--- src/rtl/rau_pkg.sv ---
`timescale 1ns / 1ps
`default_nettype none
package rau_pkg;

    localparam int OPERAND_WIDTH_DEF = 32;
    localparam int DATA_W            = 64;
    localparam int CNT_W             = 7;

    typedef enum logic [1:0] {
        KIND_ADD = 2'd0,
        KIND_SUB = 2'd1,
        KIND_MUL = 2'd2,
        KIND_DIV = 2'd3
    } t_kind;

    typedef enum logic [3:0] {
        ST_IDLE,
        ST_MUL0,
        ST_MUL1,
        ST_MUL2,
        ST_EVAL,
        ST_GCD,
        ST_DIVN,
        ST_DIVD,
        ST_OUT
    } t_state;

    typedef struct packed {
        logic [1:0]         kind;
        logic signed [31:0] a_num;
        logic signed [31:0] a_den;
        logic signed [31:0] b_num;
        logic signed [31:0] b_den;
    } t_in;

    typedef struct packed {
        logic signed [63:0] res_num;
        logic [62:0]        res_den;
        logic               undefined_flag;
        logic               overflow_flag;
    } t_out;

endpackage
`default_nettype wire

--- src/rtl/rau_gcd.sv ---
`timescale 1ns / 1ps
`default_nettype none
module rau_gcd (
    input  wire logic                        i_clk,
    input  wire logic                        i_rst_n,
    input  wire logic                        i_start,
    input  wire logic [rau_pkg::DATA_W-1:0]  i_x,
    input  wire logic [rau_pkg::DATA_W-1:0]  i_y,
    output logic                             o_done,
    output logic [rau_pkg::DATA_W-1:0]       o_g
);

    logic                            r_busy;
    logic [rau_pkg::DATA_W-1:0]      r_x;
    logic [rau_pkg::DATA_W-1:0]      r_y;
    logic [rau_pkg::CNT_W-2:0]       r_k;

    assign o_done = r_busy && (r_y == '0);
    assign o_g    = r_x << r_k;

    always_ff @(posedge i_clk) begin
        if (!i_rst_n) begin
            r_busy <= 1'b0;
        end else if (i_start) begin
            r_busy <= 1'b1;
        end else if (o_done) begin
            r_busy <= 1'b0;
        end
    end

    // Binary GCD: one shift or one subtract per cycle.
    always_ff @(posedge i_clk) begin
        if (i_start) begin
            r_x <= i_x;
            r_y <= i_y;
            r_k <= '0;
        end else if (r_busy && (r_y != '0)) begin
            if (!r_x[0] && !r_y[0]) begin
                r_x <= r_x >> 1;
                r_y <= r_y >> 1;
                r_k <= r_k + 1'b1;
            end else if (!r_x[0]) begin
                r_x <= r_x >> 1;
            end else if (!r_y[0]) begin
                r_y <= r_y >> 1;
            end else if (r_x > r_y) begin
                r_x <= r_x - r_y;
            end else begin
                r_y <= r_y - r_x;
            end
        end
    end

endmodule
`default_nettype wire

--- config.mk ---
export PLATFORM = sky130hd
export DESIGN_NAME = rau_gcd
export DESIGN_NICKNAME = d
export VERILOG_FILES = /design/src/rtl/rau_pkg.sv /design/src/rtl/rau_gcd.sv
export SDC_FILE = /design/constraint.sdc
export NUM_CORES = 1
export LEC_CHECK = 0
export ABC_AREA = 1
export BUFFER_PORTS_ARGS = -buffer_cell sky130_fd_sc_hd__buf_2
export CAP_MARGIN = 20
export CORE_ASPECT_RATIO = 0.5
export CORE_MARGIN = 1
export CORE_UTILIZATION = 31
export DETAILED_ROUTE_END_ITERATION = 10
export SYNTH_ARGS = -nofsm -noshare
export SYNTH_HDL_FRONTEND = slang
export SYNTH_SLANG_ARGS = --single-unit
--- constraint.sdc ---
create_clock -name i_clk -period 5.59 [get_ports i_clk]
set_input_delay 0.559 -clock i_clk [delete_from_list [all_inputs] [get_ports i_clk]]
set_output_delay 0.559 -clock i_clk [all_outputs]
set_load 0.03 [all_outputs]
==> Yosys cells after proc, flatten, opt, wreduce, memory -nomap -nowiden <==
Index checks and enable logic that the tools add are counted.
W data, S select, Z words.
{ "totals": {"register_bits": 135, "latchBits": 0, "mem_bits_rw": 0, "romBits": 0, "in_bits": 131, "output_inout_bits": 65, "memories": 0} }
{ "classes": {"n_addsub": 3, "multipliers": 0, "div_mod_pow": 0, "order_cmp": 1, "eq_ne": 3, "shifts": 1, "n_mux": 14, "n_bitwise": 0, "reduce_logical": 14} }
{ "op_table": {"columns": ["cell", "count"], "rows": [
  ["$mux W64", 12],
  ["$sub A64 B64 Y64", 2],
  ["$gt A64 B64 Y1", 1],
  ["$logic_not A64 Y1", 1],
  ["$reduce_bool A64 Y1", 1],
  ["$shl A64 B6 Y64", 1],
  ["$ne A4 B2 Y1 const B", 2],
  ["$add A6 B1 Y6 const B", 1],
  ["$reduce_and A3 Y1", 2],
  ["$ne A4 B4 Y1 const B", 1],
  ["$reduce_and A2 Y1", 2],
  ["$reduce_bool A2 Y1", 2],
  ["$logic_and A1 B1 Y1", 3],
  ["$reduce_bool A3 Y1", 1],
  ["$logic_not A1 Y1", 2],
  ["$mux W1", 2]
]} }

==> Longest topological paths before layout <==
{ "depth": {"depth_word": 7, "mapped_depth": 20, "mapped_depth_nobuf": 19} }

==> Worst setup path after synthesis <==
Ideal clock, no wire load.
{ "synth_path": {"kind": "register to register", "start": "reg r_x[0] (netlist bit)", "end": "reg r_x[10] (netlist bit), enable pin", "setup_ns": 0.484, "arrival_time_ns": 4.759, "required_time_ns": 5.106, "setup_slack_ns": 0.347, "stages_incl_launch_ff": 19, "n_path_buf": 0, "path_cell_list": "edfxtp_1 -> inv_1 -> ha_1 -> inv_1 -> fa_1 -> nand3_1 -> nand3_1 -> nand2_1 -> nand2_1 -> nand2_1 -> nand2_1 -> nand2_1 -> nand2_1 -> nand2_1 -> nand2_2 -> nand2_1 -> inv_1 -> o21ai_0 -> nor2_1"} }
{ "synth_via": {"elab_chain_cells": 4} }
{ "synth_rtl": {"columns": ["element", "line", "rtl"], "rows": [
  ["from (decl)", "rau_gcd.sv:14", "logic [rau_pkg::DATA_W-1:0] r_x;"],
  ["from (signal assigned)", "rau_gcd.sv:34", "r_x <= i_x;"],
  ["from (signal assigned)", "rau_gcd.sv:39", "r_x <= r_x >> 1;"],
  ["from (signal assigned)", "rau_gcd.sv:43", "r_x <= r_x >> 1;"],
  ["parallel branches: the longest is 3 deep, another holds $gt A64 B64 Y1", null, null],
  ["$reduce_and A3 Y1 (no source line) *", null, null]
]} }
Mark *: on every way between the ends.
A chain may end at the register's enable or synchronous reset.

==> Final worst setup path <==
{ "layout_path": {"start": "reg r_x[0] (netlist bit)", "end": "reg r_y[8] (netlist bit) (data pin)"} }
{ "layout_via": {"elab_chain_cells": 7} }
{ "layout_rtl": {"columns": ["element", "line", "rtl"], "rows": [
  ["$sub A64 B64 Y64", "rau_gcd.sv:49", "r_y <= r_y - r_x;"],
  ["$mux W64", "rau_gcd.sv:46", "end else if (r_x > r_y) begin"],
  ["$mux W64", "rau_gcd.sv:44", "end else if (!r_y[0]) begin"],
  ["$mux W64", "rau_gcd.sv:42", "end else if (!r_x[0]) begin"],
  ["$mux W64 *", "rau_gcd.sv:38", "if (!r_x[0] && !r_y[0]) begin"],
  ["$mux W64 *", "rau_gcd.sv:37", "end else if (r_busy && (r_y != '0)) begin"],
  ["$mux W64 *", "rau_gcd.sv:33", "if (i_start) begin"],
  ["to (signal assigned)", "rau_gcd.sv:35", "r_y <= i_y;"],
  ["to (signal assigned)", "rau_gcd.sv:40", "r_y <= r_y >> 1;"],
  ["to (signal assigned)", "rau_gcd.sv:45", "r_y <= r_y >> 1;"],
  ["to (decl)", "rau_gcd.sv:15", "logic [rau_pkg::DATA_W-1:0] r_y;"]
]} }
Every way passes the cells marked *; elsewhere a longest branch is shown, timed or not. The select of a mux whose other input is x is not followed.

==> impl_metrics.tcl <==
set metrics [dict create \
    synth_seq_area_share_pct 18.3 \
    cp.arrival_ns 5.17 \
    rrSetupSlack_ns 0.80 \
    finalMaxSlewViolations 0 \
    viasPerCell 5.16 \
    period_share_pct 85.8 \
    max_freq_mhz 209 \
    finalNetCount 4309 \
    leakage_nw 13.2 \
    synthesis.nets 4226 \
    period_needed_ns 4.79 \
    worstSetupStartpointType "flop" \
    critPathCaptureType "flop" \
    peakVddDrop_mv 0.238 \
    post-route-drc-count 0 \
    ys_types 41 \
    initial_utilization_pct 31.4 \
    cts_buffers 17 \
    syn_area_per_cell_um2 5.48 \
    die_x_um 376 \
    yosysWarnings 0 \
    design_area_um2 24000 \
    r2r-end "r_y[8]" \
    busiest_layer "met1" \
    grt-ovfl-total 0 \
    fill_cells 7950 \
    dp_hpwl_um 95100 \
    grt_use_total_pct 31.3 \
    synth_seq_cells 135 \
    clk_latency_ns 0.53 \
    fin_util_pct 34.7 \
    cts_tree "built" \
    async_reset_ff_share_pct 0 \
    drtIter0Drc 3195 \
    die_area_um2 71200 \
    ys.flop_type "edfxtp_1" \
    synth_edf_count 128 \
    syn_to_final_growth_pct 10.6 \
    grt_max_degree 108 \
    post_drt_wl_per_cell_um 22.6 \
    outcome "finished clean" \
    min_to "r_y[63]" \
    place_ws_ns 0.939 \
    dpl-instance-area_um2 23500 \
    maxCapViolCount 0 \
    clock_sinks 135 \
    power_mw 11.6 \
    grt_pass1_vias 23613 \
    worstHoldPathType "input pin to flop" \
    min-delay-start "i_y[63]" \
    syn-instance-count 3963 \
    grt_first_pass_wirelength_um 160000 \
    skew_ns 0.0231 \
    met1_usage_pct 46.8 \
    layout_setup_ws_ns 0.796 \
    numPortBuffers 195 \
    layoutNonFillerInstCount 5004 \
    cts_setup_buffers 0 \
    crit_type "flop to flop" \
    gp_congestion 1.08 \
    cp_max_fo 38 \
    fin_setup_tns_ns 0 \
    setup_viol 0 \
    dr_total_vias 25805 \
    antenna_found_initial 8 \
    cts_resized 0 \
    tightest_slew_ns 1.25 \
    rsz0062_at_grt "no" \
    final_hold_viol_count 0 \
    hold_slack_ns 0.319 \
    drive_gt1_share_pct 7.94 \
    critPathRequiredTime_ns 5.96 \
    clk_pin_slew_ns 0.07 \
    clock_path_buffers 2 \
    dp.cells 4971 \
    dr.pass1.iters 5 \
    antenna_left 0 \
    drt_wl_total_um 113000 \
    relSlewSlack_pct 15.9 \
    coreArea_um2 69200 \
    use_met2_pct 43.4 \
    syn_area_um2 21700 \
    reg2regPathDepth 18 \
    hold_buffers 0 \
    timing.rr.start "r_x[0]" \
    cts-root-buf "clkbuf_16" \
    hold_depth 3 \
    h-tree-depth 4 \
    met3_usage_pct 8.55 \
    pin_count 196 \
    die_h_um 189 \
    pwr_density_cell_nw_per_um2 481 \
    num_rows 68 \
]
layer usage:
metal,part of all wire [%],vias to the layer above
met4,1.9,2
met3,10,82
li1,-,12458
met1,49,12218
met5,0.012,-
met2,39,1045
final cells by class:
class / count / area (µm²) / share of cell area [%]
Clock buffer: 18 / 429 / 1.79
Inverter: 659 / 2480 / 10.3
Timing Repair Buffer: 233 / 1330 / 5.52
Tap cell: 945 / 1180 / 4.92
Multi-Input combinational cell: 3000 / 14600 / 60.6
Antenna cell: 3 / 7.51 / 0.0312
Clock inverter: 11 / 63.8 / 0.265
Sequential cell: 135 / 3990 / 16.6
worst max-delay path: stages, from the launching register on:
cell and delay (ns):
edfxtp_1 0.53, inv_1 0.28, ha_1 0.26, inv_1 0.11, fa_1 0.54, nand3_1 0.13, nand3_1 0.30, nand2_1 0.15
nand2_1 0.16, nand2_1 0.10, nand2_1 0.30, nand2_1 0.15, nand2_1 0.20, nand2_1 0.13, nand2_2 0.10, a21oi_4 0.62
buf_12 0.30, nand2_1 0.10, a21oi_1 0.13
synth_stat cells (all sizes together) (2+ instances only):
master	instances	area share, %
xnor2	13	0.52
edfxtp	128	18
xor2	69	2.8
dfxtp	7	0.64
nand3	159	3.7
fa	2	0.18
a21oi	252	5.9
o21bai	5	0.17
nand4	35	1.0
o31ai	16	0.55
clkinv	3	0.052
o211ai	13	0.45
nor2	392	6.9
and3	2	0.058
clkbuf	133	2.5
mux2i	67	3.1
nor3	38	0.90
or2	26	0.75
nand2	1505	26
inv	656	11
ha	130	7.5
nor4	18	0.52
buf	36	0.85
o21ai	252	5.8
report_power, final:
group	internal (mW)	switching, mW
logic	2.24	6.54
registers	1.45	0.268
clock network	0.547	0.517
total	4.23	7.33
layout by cell type (no fill, tap or decap), types with 2 or more instances in the layout:
cell type      n
a21oi_1      251
and3_1         2
buf_12         5
buf_2        194
buf_4         33
clkbuf_16     17
clkinv_1       4
clkinv_2       5
clkinvlp_4     3
dfxtp_1        4
dfxtp_2        2
diode_2        3
edfxtp_1     128
fa_1           2
ha_1         130
inv_1        639
inv_2         17
mux2i_1       67
nand2_1     1503
nand2_2        2
nand3_1      158
nand4_1       34
nor2_1       382
nor2_2         7
nor2_4         3
nor3_1        37
nor4_1        18
o211ai_1      13
o21ai_0      252
o21bai_1       5
o31ai_1       16
or2_2         26
xnor2_1       13
xor2_1        69
worst max-delay path by stage:
stage,from,end,depth (start not counted)
6_report,r_x[0],r_y[8],18
4_1_cts,r_x[0],r_y[18],18
3_5_place_dp,r_x[0],r_y[18],18
3_3_place_gp,r_x[0],r_y[31],18
5_1_grt,r_x[0],r_y[10],18
2_1_floorplan,r_x[0],r_x[10],18
cells by family (layout without fill, tap and decap cells):
logic type | count (synthesis) | in the layout | share of synthesized area, %
xor+xnor | 82 | 82 | 3.30
mux | 67 | 67 | 3.09
fa+ha+maj | 132 | 132 | 7.67
simple gates | 2176 | 2176 | 39.9
other cells | 0 | 3 | 0
flops | 135 | 135 | 18.3
buf+inv | 828 | 921 | 14.7
compound gates | 543 | 543 | 13.0
flip-flops by register name (all words and copies together), names as in the netlist:
signal,flops
r_x,64
r_k,6
r_busy,1
r_y,64
(Power assumes the default switching activity.)
