--- src/rtl/rau_pkg.sv ---
`timescale 1ns / 1ps
`default_nettype none
package rau_pkg;

    localparam int OPERAND_WIDTH_DEF = 32;
    localparam int DATA_W            = 64;
    localparam int CNT_W             = 7;

    typedef enum logic [1:0] {
        KIND_ADD = 2'd0,
        KIND_SUB = 2'd1,
        KIND_MUL = 2'd2,
        KIND_DIV = 2'd3
    } t_kind;

    typedef enum logic [3:0] {
        ST_IDLE,
        ST_MUL0,
        ST_MUL1,
        ST_MUL2,
        ST_EVAL,
        ST_GCD,
        ST_DIVN,
        ST_DIVD,
        ST_OUT
    } t_state;

    typedef struct packed {
        logic [1:0]         kind;
        logic signed [31:0] a_num;
        logic signed [31:0] a_den;
        logic signed [31:0] b_num;
        logic signed [31:0] b_den;
    } t_in;

    typedef struct packed {
        logic signed [63:0] res_num;
        logic [62:0]        res_den;
        logic               undefined_flag;
        logic               overflow_flag;
    } t_out;

endpackage
`default_nettype wire

--- src/rtl/rau_div.sv ---
`timescale 1ns / 1ps
`default_nettype none
module rau_div (
    input  wire logic                        i_clk,
    input  wire logic                        i_rst_n,
    input  wire logic                        i_start,
    input  wire logic [rau_pkg::DATA_W-1:0]  i_dvd,
    input  wire logic [rau_pkg::DATA_W-1:0]  i_dvs,
    output logic                             o_done,
    output logic [rau_pkg::DATA_W-1:0]       o_quo
);

    logic                            r_busy;
    logic [rau_pkg::CNT_W-1:0]       r_cnt;
    logic [rau_pkg::DATA_W-1:0]      r_rem;
    logic [rau_pkg::DATA_W-1:0]      r_quo;
    logic [rau_pkg::DATA_W-1:0]      r_dvs;
    logic [rau_pkg::DATA_W:0]        trial;
    logic                            fits;

    assign o_done = r_busy && (r_cnt == '0);
    assign o_quo  = r_quo;
    assign trial  = {r_rem, r_quo[rau_pkg::DATA_W-1]};
    assign fits   = trial >= {1'b0, r_dvs};

    always_ff @(posedge i_clk) begin
        if (!i_rst_n) begin
            r_busy <= 1'b0;
        end else if (i_start) begin
            r_busy <= 1'b1;
        end else if (o_done) begin
            r_busy <= 1'b0;
        end
    end

    // Restoring division, one quotient bit per cycle.
    always_ff @(posedge i_clk) begin
        if (i_start) begin
            r_rem <= '0;
            r_quo <= i_dvd;
            r_dvs <= i_dvs;
            r_cnt <= rau_pkg::CNT_W'(rau_pkg::DATA_W);
        end else if (r_busy && (r_cnt != '0)) begin
            r_rem <= fits ? rau_pkg::DATA_W'(trial - {1'b0, r_dvs})
                          : trial[rau_pkg::DATA_W-1:0];
            r_quo <= {r_quo[rau_pkg::DATA_W-2:0], fits};
            r_cnt <= r_cnt - 1'b1;
        end
    end

endmodule
`default_nettype wire

--- config.mk ---
export PLATFORM = sky130hd
export DESIGN_NAME = rau_div
export DESIGN_NICKNAME = d
export VERILOG_FILES = /design/src/rtl/rau_pkg.sv /design/src/rtl/rau_div.sv
export SDC_FILE = /design/constraint.sdc
export NUM_CORES = 1
export LEC_CHECK = 0
export ABC_AREA = 0
export BUFFER_PORTS_ARGS = -buffer_cell sky130_fd_sc_hd__buf_2
export CAP_MARGIN = 30
export CORE_ASPECT_RATIO = 1.2
export CORE_MARGIN = 2
export CORE_UTILIZATION = 35
export DETAILED_ROUTE_END_ITERATION = 8
export PLACE_DENSITY = 0.62
export RECOVER_POWER = 100
export SLEW_MARGIN = 10
export SYNTH_ARGS = -nofsm -noshare
export SYNTH_HDL_FRONTEND = slang
export SYNTH_SLANG_ARGS = --single-unit
--- constraint.sdc ---
create_clock -name i_clk -period 3.01 [get_ports i_clk]
set_input_delay 0.1505 -clock i_clk [delete_from_list [all_inputs] [get_ports i_clk]]
set_output_delay 0.1505 -clock i_clk [all_outputs]
set_load 0.02 [all_outputs]
-- Yosys cells after proc, flatten, opt, wreduce, memory -nomap -nowiden
Cells that the tools add are included.
- equal/unequal tests: 0
- muxes and demuxes: 5
- div/mod/pow operators: 0
- $add $sub $neg: 2
- order comparisons: 1
- shifts and indexed selects: 0
- reduce and logical (&&, ||, !) cells: 6
- bitwise operators: 0
- $mul: 0
- operator list (operator ; number):
    $mux W64 ; 3
    $ge A65 B64 Y1 ; 1
    $sub A64 B64 Y64 ; 1
    $logic_not A7 Y1 ; 1
    $reduce_bool A7 Y1 ; 1
    $sub A7 B1 Y7 const B ; 1
    $reduce_bool A2 Y1 ; 2
    $logic_and A1 B1 Y1 ; 2
    $mux W1 ; 2
- memories: 0
- output and inout bits: 65
- latch bits: 0
- input bits: 131
- bits in writable memories: 0
- register bits after elaboration: 200
- logic and storage cells: 19
- memory bits (read-only): 0

-- Longest topological paths before layout
Gate-level depths: netlist (run 1).
- depth after elaboration: 4
- mapped depth: 16
- depth with buffers taken out: 13

-- Worst setup path after synthesis (run 1)
Ideal clock, no wire load.
- path kind: flip-flop to flip-flop
- start point: register r_cnt[0] in the netlist's numbering
- end point: register r_quo, in the netlist o_quo[0] (enable)
- library setup time: 0.418 ns
- path buffers: 2
- clock period less this slack: 3.156 ns
- required time: 2.592 ns
- data arrival time: 2.738 ns
- setup slack: -0.146 ns
- stages on the path, launching flop included: 9
- cell sequence: dfxtp_1 inv_1 ha_1 nand3b_1 and2_1 clkbuf_1 nor2_1 clkbuf_1 inv_1
- longest elaborated chain between the ends: 3
- ends and longest elaborated chain (element ; RTL line ; text):
    start: declaration ; rau_div.sv:14 ; logic [rau_pkg::CNT_W-1:0] r_cnt;
    start signal: assignment ; rau_div.sv:42 ; r_cnt <= rau_pkg::CNT_W'(rau_pkg::DATA_W);
    start signal: assignment ; rau_div.sv:47 ; r_cnt <= r_cnt - 1'b1;
    $reduce_bool A7 Y1 ; rau_div.sv:43 ; end else if (r_busy && (r_cnt != '0)) begin
    $logic_and A1 B1 Y1 ; rau_div.sv:43 ;
    $reduce_bool A2 Y1 (no source line) ; - ;
    end signal: assignment ; rau_div.sv:40 ; r_quo <= i_dvd;
    end signal: assignment ; rau_div.sv:46 ; r_quo <= {r_quo[rau_pkg::DATA_W-2:0], fits};
    end: declaration ; rau_div.sv:16 ; logic [rau_pkg::DATA_W-1:0] r_quo;
Every way passes these cells.
A chain may end at the register's enable or synchronous reset.

-- Worst setup path after layout (run 1)
- start point: register r_dvs[1] in the netlist's numbering
- end point: register r_rem[52] in the netlist's numbering
- longest elaborated chain between the ends: 2
- elaborated cells on any way between the ends: 3
- those cells by class: add/sub: 1; order compare: 1; mux: 1
- ends and longest elaborated chain (element ; RTL line ; text):
    start: declaration ; rau_div.sv:17 ; logic [rau_pkg::DATA_W-1:0] r_dvs;
    start signal: assignment ; rau_div.sv:41 ; r_dvs <= i_dvs;
    $sub A64 B64 Y64 / $ge A65 B64 Y1 (equally long branches) ; rau_div.sv:44, rau_div.sv:24 ;
    $mux W64 * ; rau_div.sv:44 ; r_rem <= fits ? rau_pkg::DATA_W'(trial - {1'b0, r_dvs})
    end signal: assignment ; rau_div.sv:44 ;
    end: declaration ; rau_div.sv:15 ; logic [rau_pkg::DATA_W-1:0] r_rem;
Mark *: on every way between the ends. The rest lies on a longest branch, timed or not.

==> results of run 1 <==
==> final cells by class <==
| type | count | area (um^2) | share of cell area, % |
|---|---|---|---|
| Tap cell | 456 | 571 | 3.20 |
| Timing Repair Buffer | 582 | 4270 | 23.9 |
| Clock buffer | 17 | 425 | 2.38 |
| Clock inverter | 15 | 246 | 1.38 |
| Inverter | 97 | 368 | 2.06 |
| Sequential cell | 200 | 5290 | 29.6 |
| Multi-Input combinational cell | 865 | 6690 | 37.5 |
==> state kept, by name (all words and copies together) (netlist names) <==
name,count
r_busy,1
r_rem,64
r_dvs,64
r_cnt,7
o_quo,64
==> synthesized netlist by cell type (4+ instances only) <==
cell type,n,area share [%]
nand2_1,140,4.4
buf_4,6,0.38
buf_2,11,0.46
a211oi_1,18,1.1
edfxtp_1,128,32
xor2_1,23,1.7
o211ai_1,10,0.63
o21ai_1,9,0.38
inv_1,97,3.0
o21a_1,8,0.50
dfxtp_1,72,12
a22o_1,4,0.29
mux2_2,65,6.1
o2111ai_1,5,0.37
nor2b_1,6,0.31
a311oi_2,23,2.9
nand4_1,16,0.84
nor4_1,4,0.21
a31oi_1,9,0.47
a211o_1,6,0.44
and3_1,8,0.42
or3_1,8,0.42
a22oi_1,10,0.63
o21bai_1,14,0.88
o31ai_1,4,0.25
nand3_1,14,0.59
mux2i_1,9,0.75
a21oi_1,96,4.0
nand2b_1,8,0.42
nor3_1,15,0.63
and4_1,4,0.29
clkbuf_1,34,1.1
ha_1,66,6.9
xnor2_1,33,2.4
o21ai_0,55,2.3
a21o_1,22,1.4
nor2_1,96,3.0
==> power by group through the flow <==
stage	combinational [mW]	clock [mW]	sequential, mW
floorplan	1.48	0	3.55
global placement	2.73	0	3.44
detailed placement	2.76	0	3.44
CTS	3.00	2.64	3.39
global route	3.47	2.73	3.44
finish	3.20	2.58	3.41
==> critical path, delay by kind of cell, from the launching register on <==
family / cells / cell delay, ns
AOI/OAI and AO/OA: 6 / 1.21
buffers and inverters: 5 / 0.59
and+or+nand+nor: 3 / 0.68
DFF: 1 / 0.40
adders and majority gates: 1 / 0.20
==> final timing paths <==
path | endpoint | slack, ns
max | r_rem[52] | -0.18
min | o_quo[33] | 0.04
max reg2reg | r_rem[52] | -0.18
min reg2reg | r_cnt[6] | 0.51
==> routing by layer <==
| metal | global-route usage [%] | routed length, um | up-vias | part of all wire, % |
|---|---|---|---|---|
| met5 | 0 | 0 | - | 0 |
| met4 | 6.17 | 918 | 0 | 2.4 |
| met3 | 4.29 | 1850 | 53 | 4.9 |
| met2 | 38.4 | 19500 | 329 | 51 |
| met1 | 24.3 | 15700 | 5489 | 41 |
| li1 | - | - | 5541 | - |
==> through the flow <==
| step | instances | setup WS, ns | instance area [um^2] | util (%) | power (mW) |
|---|---|---|---|---|---|
| final | 2232 | -0.177 | 17900 | 52.7 | 9.19 |
| after global placement | 2044 | -0.343 | 15100 | 44.4 | 6.17 |
| after global routing | 2232 | -0.339 | 17900 | 52.7 | 9.65 |
| after floorplan | 1218 | -0.0132 | 12000 | - | 5.03 |
| after CTS | 2213 | -0.193 | 17300 | 51.1 | 9.03 |
| after detailed placement | 2044 | -0.366 | 15100 | 44.4 | 6.20 |
==> logic make-up (layout without fill, tap and decap cells) <==
logic type	after synthesis	after routing	share of synthesized area [%]
buf+inv	153	711	5.29
flops	200	200	44.2
xor+xnor	56	56	4.10
fa+ha+maj	67	67	7.07
mux	74	74	6.87
compound gates	332	332	19.8
simple gates	336	336	12.7
==> timing repair <==
action,4_1_cts,5_1_grt
setup buffers,10,18
gates resized for setup,53,101
pin swaps,18,18
endpoints found under the hold margin,127,0
gates cloned,0,3
endpoints found under the setup margin,65,65
hold buffers,127,0
==> summary.md, run 1 <==
| Metric | Value |
|---|---|
| Max-Cap Viols | `0` |
| Vias in the first global route | `11567` |
| Critical Path RT | `3.37 ns` |
| Post-synth cell types | `75` |
| Clk buf depth | `2` |
| 1st-iter DRT viols | `686` |
| Most frequent cells in the layout | `buf_4, nand2_1, edfxtp_1, dlygate4sd3_1, buf_2` |
| CP max-delay cell | `or4b_4` |
| Cells after Synth | `1218` |
| Max frequency | `314 MHz` |
| Ys flop type | `edfxtp_1` |
| FP Rows | `74` |
| P_leak | `7.41 nW` |
| Final hold vios | `0` |
| Fraction of layout cells with a size suffix above 1 | `34.7%` |
| Die height | `206 um` |
| Max incr delay on CP | `0.51 ns` |
| Flop pwr share | `37.1%` |
| Fin crit share | `106%` |
| Cell Chain, Critical Path | `inv_2, ha_4, nor2b_4, o2111ai_2, or4b_4, a21oi_4, a2111oi_2, a211o_1, buf_6, o21ai_4, buf_6, buf_4, buf_6, nor3_1, o31a_1` |
| Syn avg cell area | `9.82 um^2` |
| Filler instances | `3125` |
| Final #Nets | `1961` |
| Port Buf Inserts | `195` |
| DP Wirelength | `26700 um` |
| WL/cell | `17.0 um` |
| Critical path class | `reg -> reg` |
| Die W | `173 um` |
| CTS sink count | `200` |
| I/O pins | `196` |
| Final worst slack | `-0.177 ns` |
| Rel. slew slack | `5.14%` |
| Peak VDD IR | `0.346 mV` |
| Antenna Cells | `0` |
| WHS | `0.0416 ns` |
| Root buf cell | `clkbuf_16` |
| WP data arrival | `3.55 ns` |
| Outcome | `finished, violations left` |
| Pwr per Cell Area | `515 nW/um^2` |
| Core Area | `33900 um^2` |
| Synthesized cell area | `12000 um^2` |
| Final Wtd Congestion | `0.918` |
| Drt drc | `0` |
| Worst-path fanout max | `6` |
| Syn nets | `1416` |
| Worst setup startpoint | `r_dvs[1]` |
| Critical Path Source Type | `flop` |
| Min Tclk post-route | `3.19 ns` |
| Combinational Power Share | `34.9%` |
| Total CTS buffers | `17` |
| Most common cell on crit path | `buf_6` |
| RSZ-0062 raised after global routing | `true` |
| Clock Latency Late Sink | `0.47 ns` |
| Setup TNS | `-4.82 ns` |
| HP Start | `i_dvd[33]` |
| Endpoints failing setup | `51` |
| All-Layer GR Usage | `20.8%` |
| Failing checks | `negative setup slack` |
| Syn. warnings | `0` |
| Worst R2R Path Depth | `15` |
| Vias | `11412` |
| Switching part of the total | `34.6%` |
| Worst-margin pin slew | `1.42 ns` |
| Area Growth Syn to Fin | `49.3%` |
| Drt pass-1 iters | `5` |
| Hold Path Class | `in -> reg` |
| H-tree lvl count | `4` |
| NetSw | `3.18 mW` |
| Int Power | `6.01 mW` |
| Seq/Total Area, Yosys | `44.2%` |
| CP endpoint kind | `flop` |
| Hold path depth | `2` |
| Initial antenna violation count | `0` |
| Largest net degree at the start of global routing | `52` |
| Antenna viol nets, final | `0` |
| CTS tree | `done` |
| Post-synth ARST share | `0%` |
| GRT Residual Overflow | `0` |
| Initial Utilization | `35.3%` |
| Reg2reg start | `r_dvs[1]` |
| #FFs+latches synth | `200` |
| First-pass GRT wire length | `59200 um` |
| Routed Wire Length | `38000 um` |
| Leading cell type in the layout, fill and taps excluded | `buf_4` |
| Final Slew Violations | `0` |
| Clock share of power | `28.1%` |
| Post-synth EDFFs | `128` |
| DR vias/cell | `5.11` |
| Worst-path clk slew | `0.09 ns` |
| Die Area | `35700 um^2` |
| Clock skew | `0.0205 ns` |
Power figures use the tool's default switching activity.
==> inputs of run 2 (changes only) <==
CTS_CLUSTER_SIZE = 28   (was not set)
TNS_END_PERCENT = 50   (was not set)
==> run 2 against run 1 <==
  * The flow still finishes with violations (negative setup slack)
  * Cell count fell by 1.0%
  * Global-route usage rose by 0.27 points
  * Flip-flop and latch count did not move
  * First-iteration DRC count fell by 11%
  * Largest power group unchanged
==> summary.md, run 2 (synthesis results as in run 1) <==
| Metric | Value |
|---|---|
| Outcome | `finished, violations left` |
| Failing checks | `negative setup slack` |
| Most common cell on crit path | `a211o_1` |
| Switching part of the total | `34.7%` |
| Leading cell type in the layout, fill and taps excluded | `buf_4` |
| Flop pwr share | `38.3%` |
| Clock skew | `0.0152 ns` |
| Drt drc | `0` |
| WL/cell | `17.1 um` |
| Routed Wire Length | `37700 um` |
| P_leak | `7.26 nW` |
| Endpoints failing setup | `65` |
| Total CTS buffers | `17` |
| Min Tclk post-route | `3.23 ns` |
| Die Area | `35700 um^2` |
| Worst-margin pin slew | `1.11 ns` |
| Die height | `206 um` |
| Peak VDD IR | `0.388 mV` |
| Stages on the worst setup path | `13` |
| Combinational Power Share | `34.7%` |
| Clock share of power | `27.0%` |
| FP Rows | `74` |
| Final hold vios | `0` |
| Root buf cell | `clkbuf_16` |
| CP endpoint kind | `flop` |
| HP Start | `i_dvd[63]` |
| Area Growth Syn to Fin | `46.2%` |
| GRT Residual Overflow | `0` |
| WP data arrival | `3.62 ns` |
| Total buffers and inverters traversed by the critical path | `2` |
| Cell Chain, Critical Path | `inv_2, ha_4, nor2b_4, o2111ai_2, or4b_4, a21oi_4, a2111oi_4, a211o_1, o21a_4, buf_6, o2111a_1, a211o_1, a211oi_2` |
| 1st-iter DRT viols | `608` |
| Hold Path Class | `in -> reg` |
| CTS tree | `done` |
| Critical Path RT | `3.40 ns` |
| Top delay family on crit path | `compound AO/OA/AOI/OAI gates` |
| Critical Path Source Type | `flop` |
| NetSw | `3.09 mW` |
| Port Buf Inserts | `195` |
| Drt pass-1 iters | `4` |
| Critical path class | `reg -> reg` |
| Worst setup startpoint | `r_dvs[1]` |
| RSZ-0062 raised after global routing | `true` |
| Final Slew Violations | `0` |
| DP Wirelength | `26400 um` |
| Worst-path clk slew | `0.08 ns` |
| Largest net degree at the start of global routing | `74` |
| Vias | `11286` |
| Clock Latency Late Sink | `0.47 ns` |
| Clk buf depth | `2` |
| Pwr per Cell Area | `510 nW/um^2` |
| Int Power | `5.82 mW` |
| Initial antenna violation count | `0` |
| Die W | `173 um` |
| Max incr delay on CP | `0.51 ns` |
| Final worst slack | `-0.221 ns` |
| Final Wtd Congestion | `0.915` |
| Initial Utilization | `35.3%` |
| All-Layer GR Usage | `21.1%` |
| Setup TNS | `-8.97 ns` |
| H-tree lvl count | `4` |
| Placed cell areas | `14900 um^2` |
| Hold path depth | `2` |
| Final #Nets | `1938` |
| Max frequency | `309 MHz` |
| Most frequent cells in the layout | `buf_4, nand2_1, edfxtp_1, buf_2, dlygate4sd3_1` |
| I/O pins | `196` |
| Total Power | `8.91 mW` |
| Worst R2R Path Depth | `13` |
| Core Area | `33900 um^2` |
| Final core occ | `51.6%` |
| DR vias/cell | `5.11` |
| Fraction of layout cells with a size suffix above 1 | `33.1%` |
| First-pass GRT wire length | `60000 um` |
| Rel. slew slack | `26.0%` |
| CP max-delay cell | `or4b_4` |
| CTS sink count | `200` |
| Finished Cell Area | `17500 um^2` |
| Fin crit share | `107%` |
| Antenna viol nets, final | `0` |
| Antenna Cells | `0` |
| Worst-path fanout max | `9` |
| R2R Setup Slk | `-0.22 ns` |
| Vias in the first global route | `11929` |
| Max-Cap Viols | `0` |
| Reg2reg start | `r_dvs[1]` |
[run 2: worst paths after layout]
check | end
worst min register to register | r_rem[22]
worst max register to register | r_rem[57]
worst max-delay path | r_rem[57]
worst min-delay path | o_quo[63]
[run 2: timing repair]
action | 4_1_cts | 5_1_grt
resized for setup | 87 | 32
endpoints found under the hold margin | 124 | 0
hold buffers | 124 | 0
setup endpoints to repair | 65 | 65
gates cloned | 4 | 0
buffers inserted | 23 | 5
pin swaps | 26 | 14
[run 2: final cells by class]
class                   count  area [um^2]
fillers                  3183        16400
flip-flops and latches    200         5290
clock buffers              17          425
repair buffers            559         4130
multi-input cells         865         6510
inverters                  97          368
clock inverters            15          191
well taps                 456          571
[run 2: stage by stage]
step | setup WS (ns) | hold slack [ns] | std cells
after detailed placement | -0.314 | 0.329 | 2024
final | -0.221 | 0.0173 | 2209
after CTS | -0.184 | 0.00660 | 2207
after floorplan | -0.0201 | 0.249 | 1218
after global placement | -0.277 | 0.328 | 2024
after global routing | -0.329 | 0.0216 | 2209
[run 2: power groups by stage]
stage | clock network (mW) | logic (mW) | registers, mW
after floorplan | 0 | 1.48 | 3.55
after global placement | 0 | 2.67 | 3.45
after detailed placement | 0 | 2.70 | 3.45
after CTS | 2.48 | 3.05 | 3.41
after global routing | 2.56 | 3.36 | 3.45
final | 2.41 | 3.09 | 3.41
[run 2: metal layers]
| layer | GRT usage [%] | part of all wire [%] | vias to the layer above | wire, um |
|---|---|---|---|---|
| met5 | 0 | 0 | - | 0 |
| met4 | 11.2 | 4.6 | 0 | 1730 |
| met3 | 4.14 | 4.6 | 98 | 1730 |
| met2 | 37.1 | 50 | 333 | 18700 |
| met1 | 24.3 | 41 | 5360 | 15600 |
| li1 | - | - | 5495 | - |
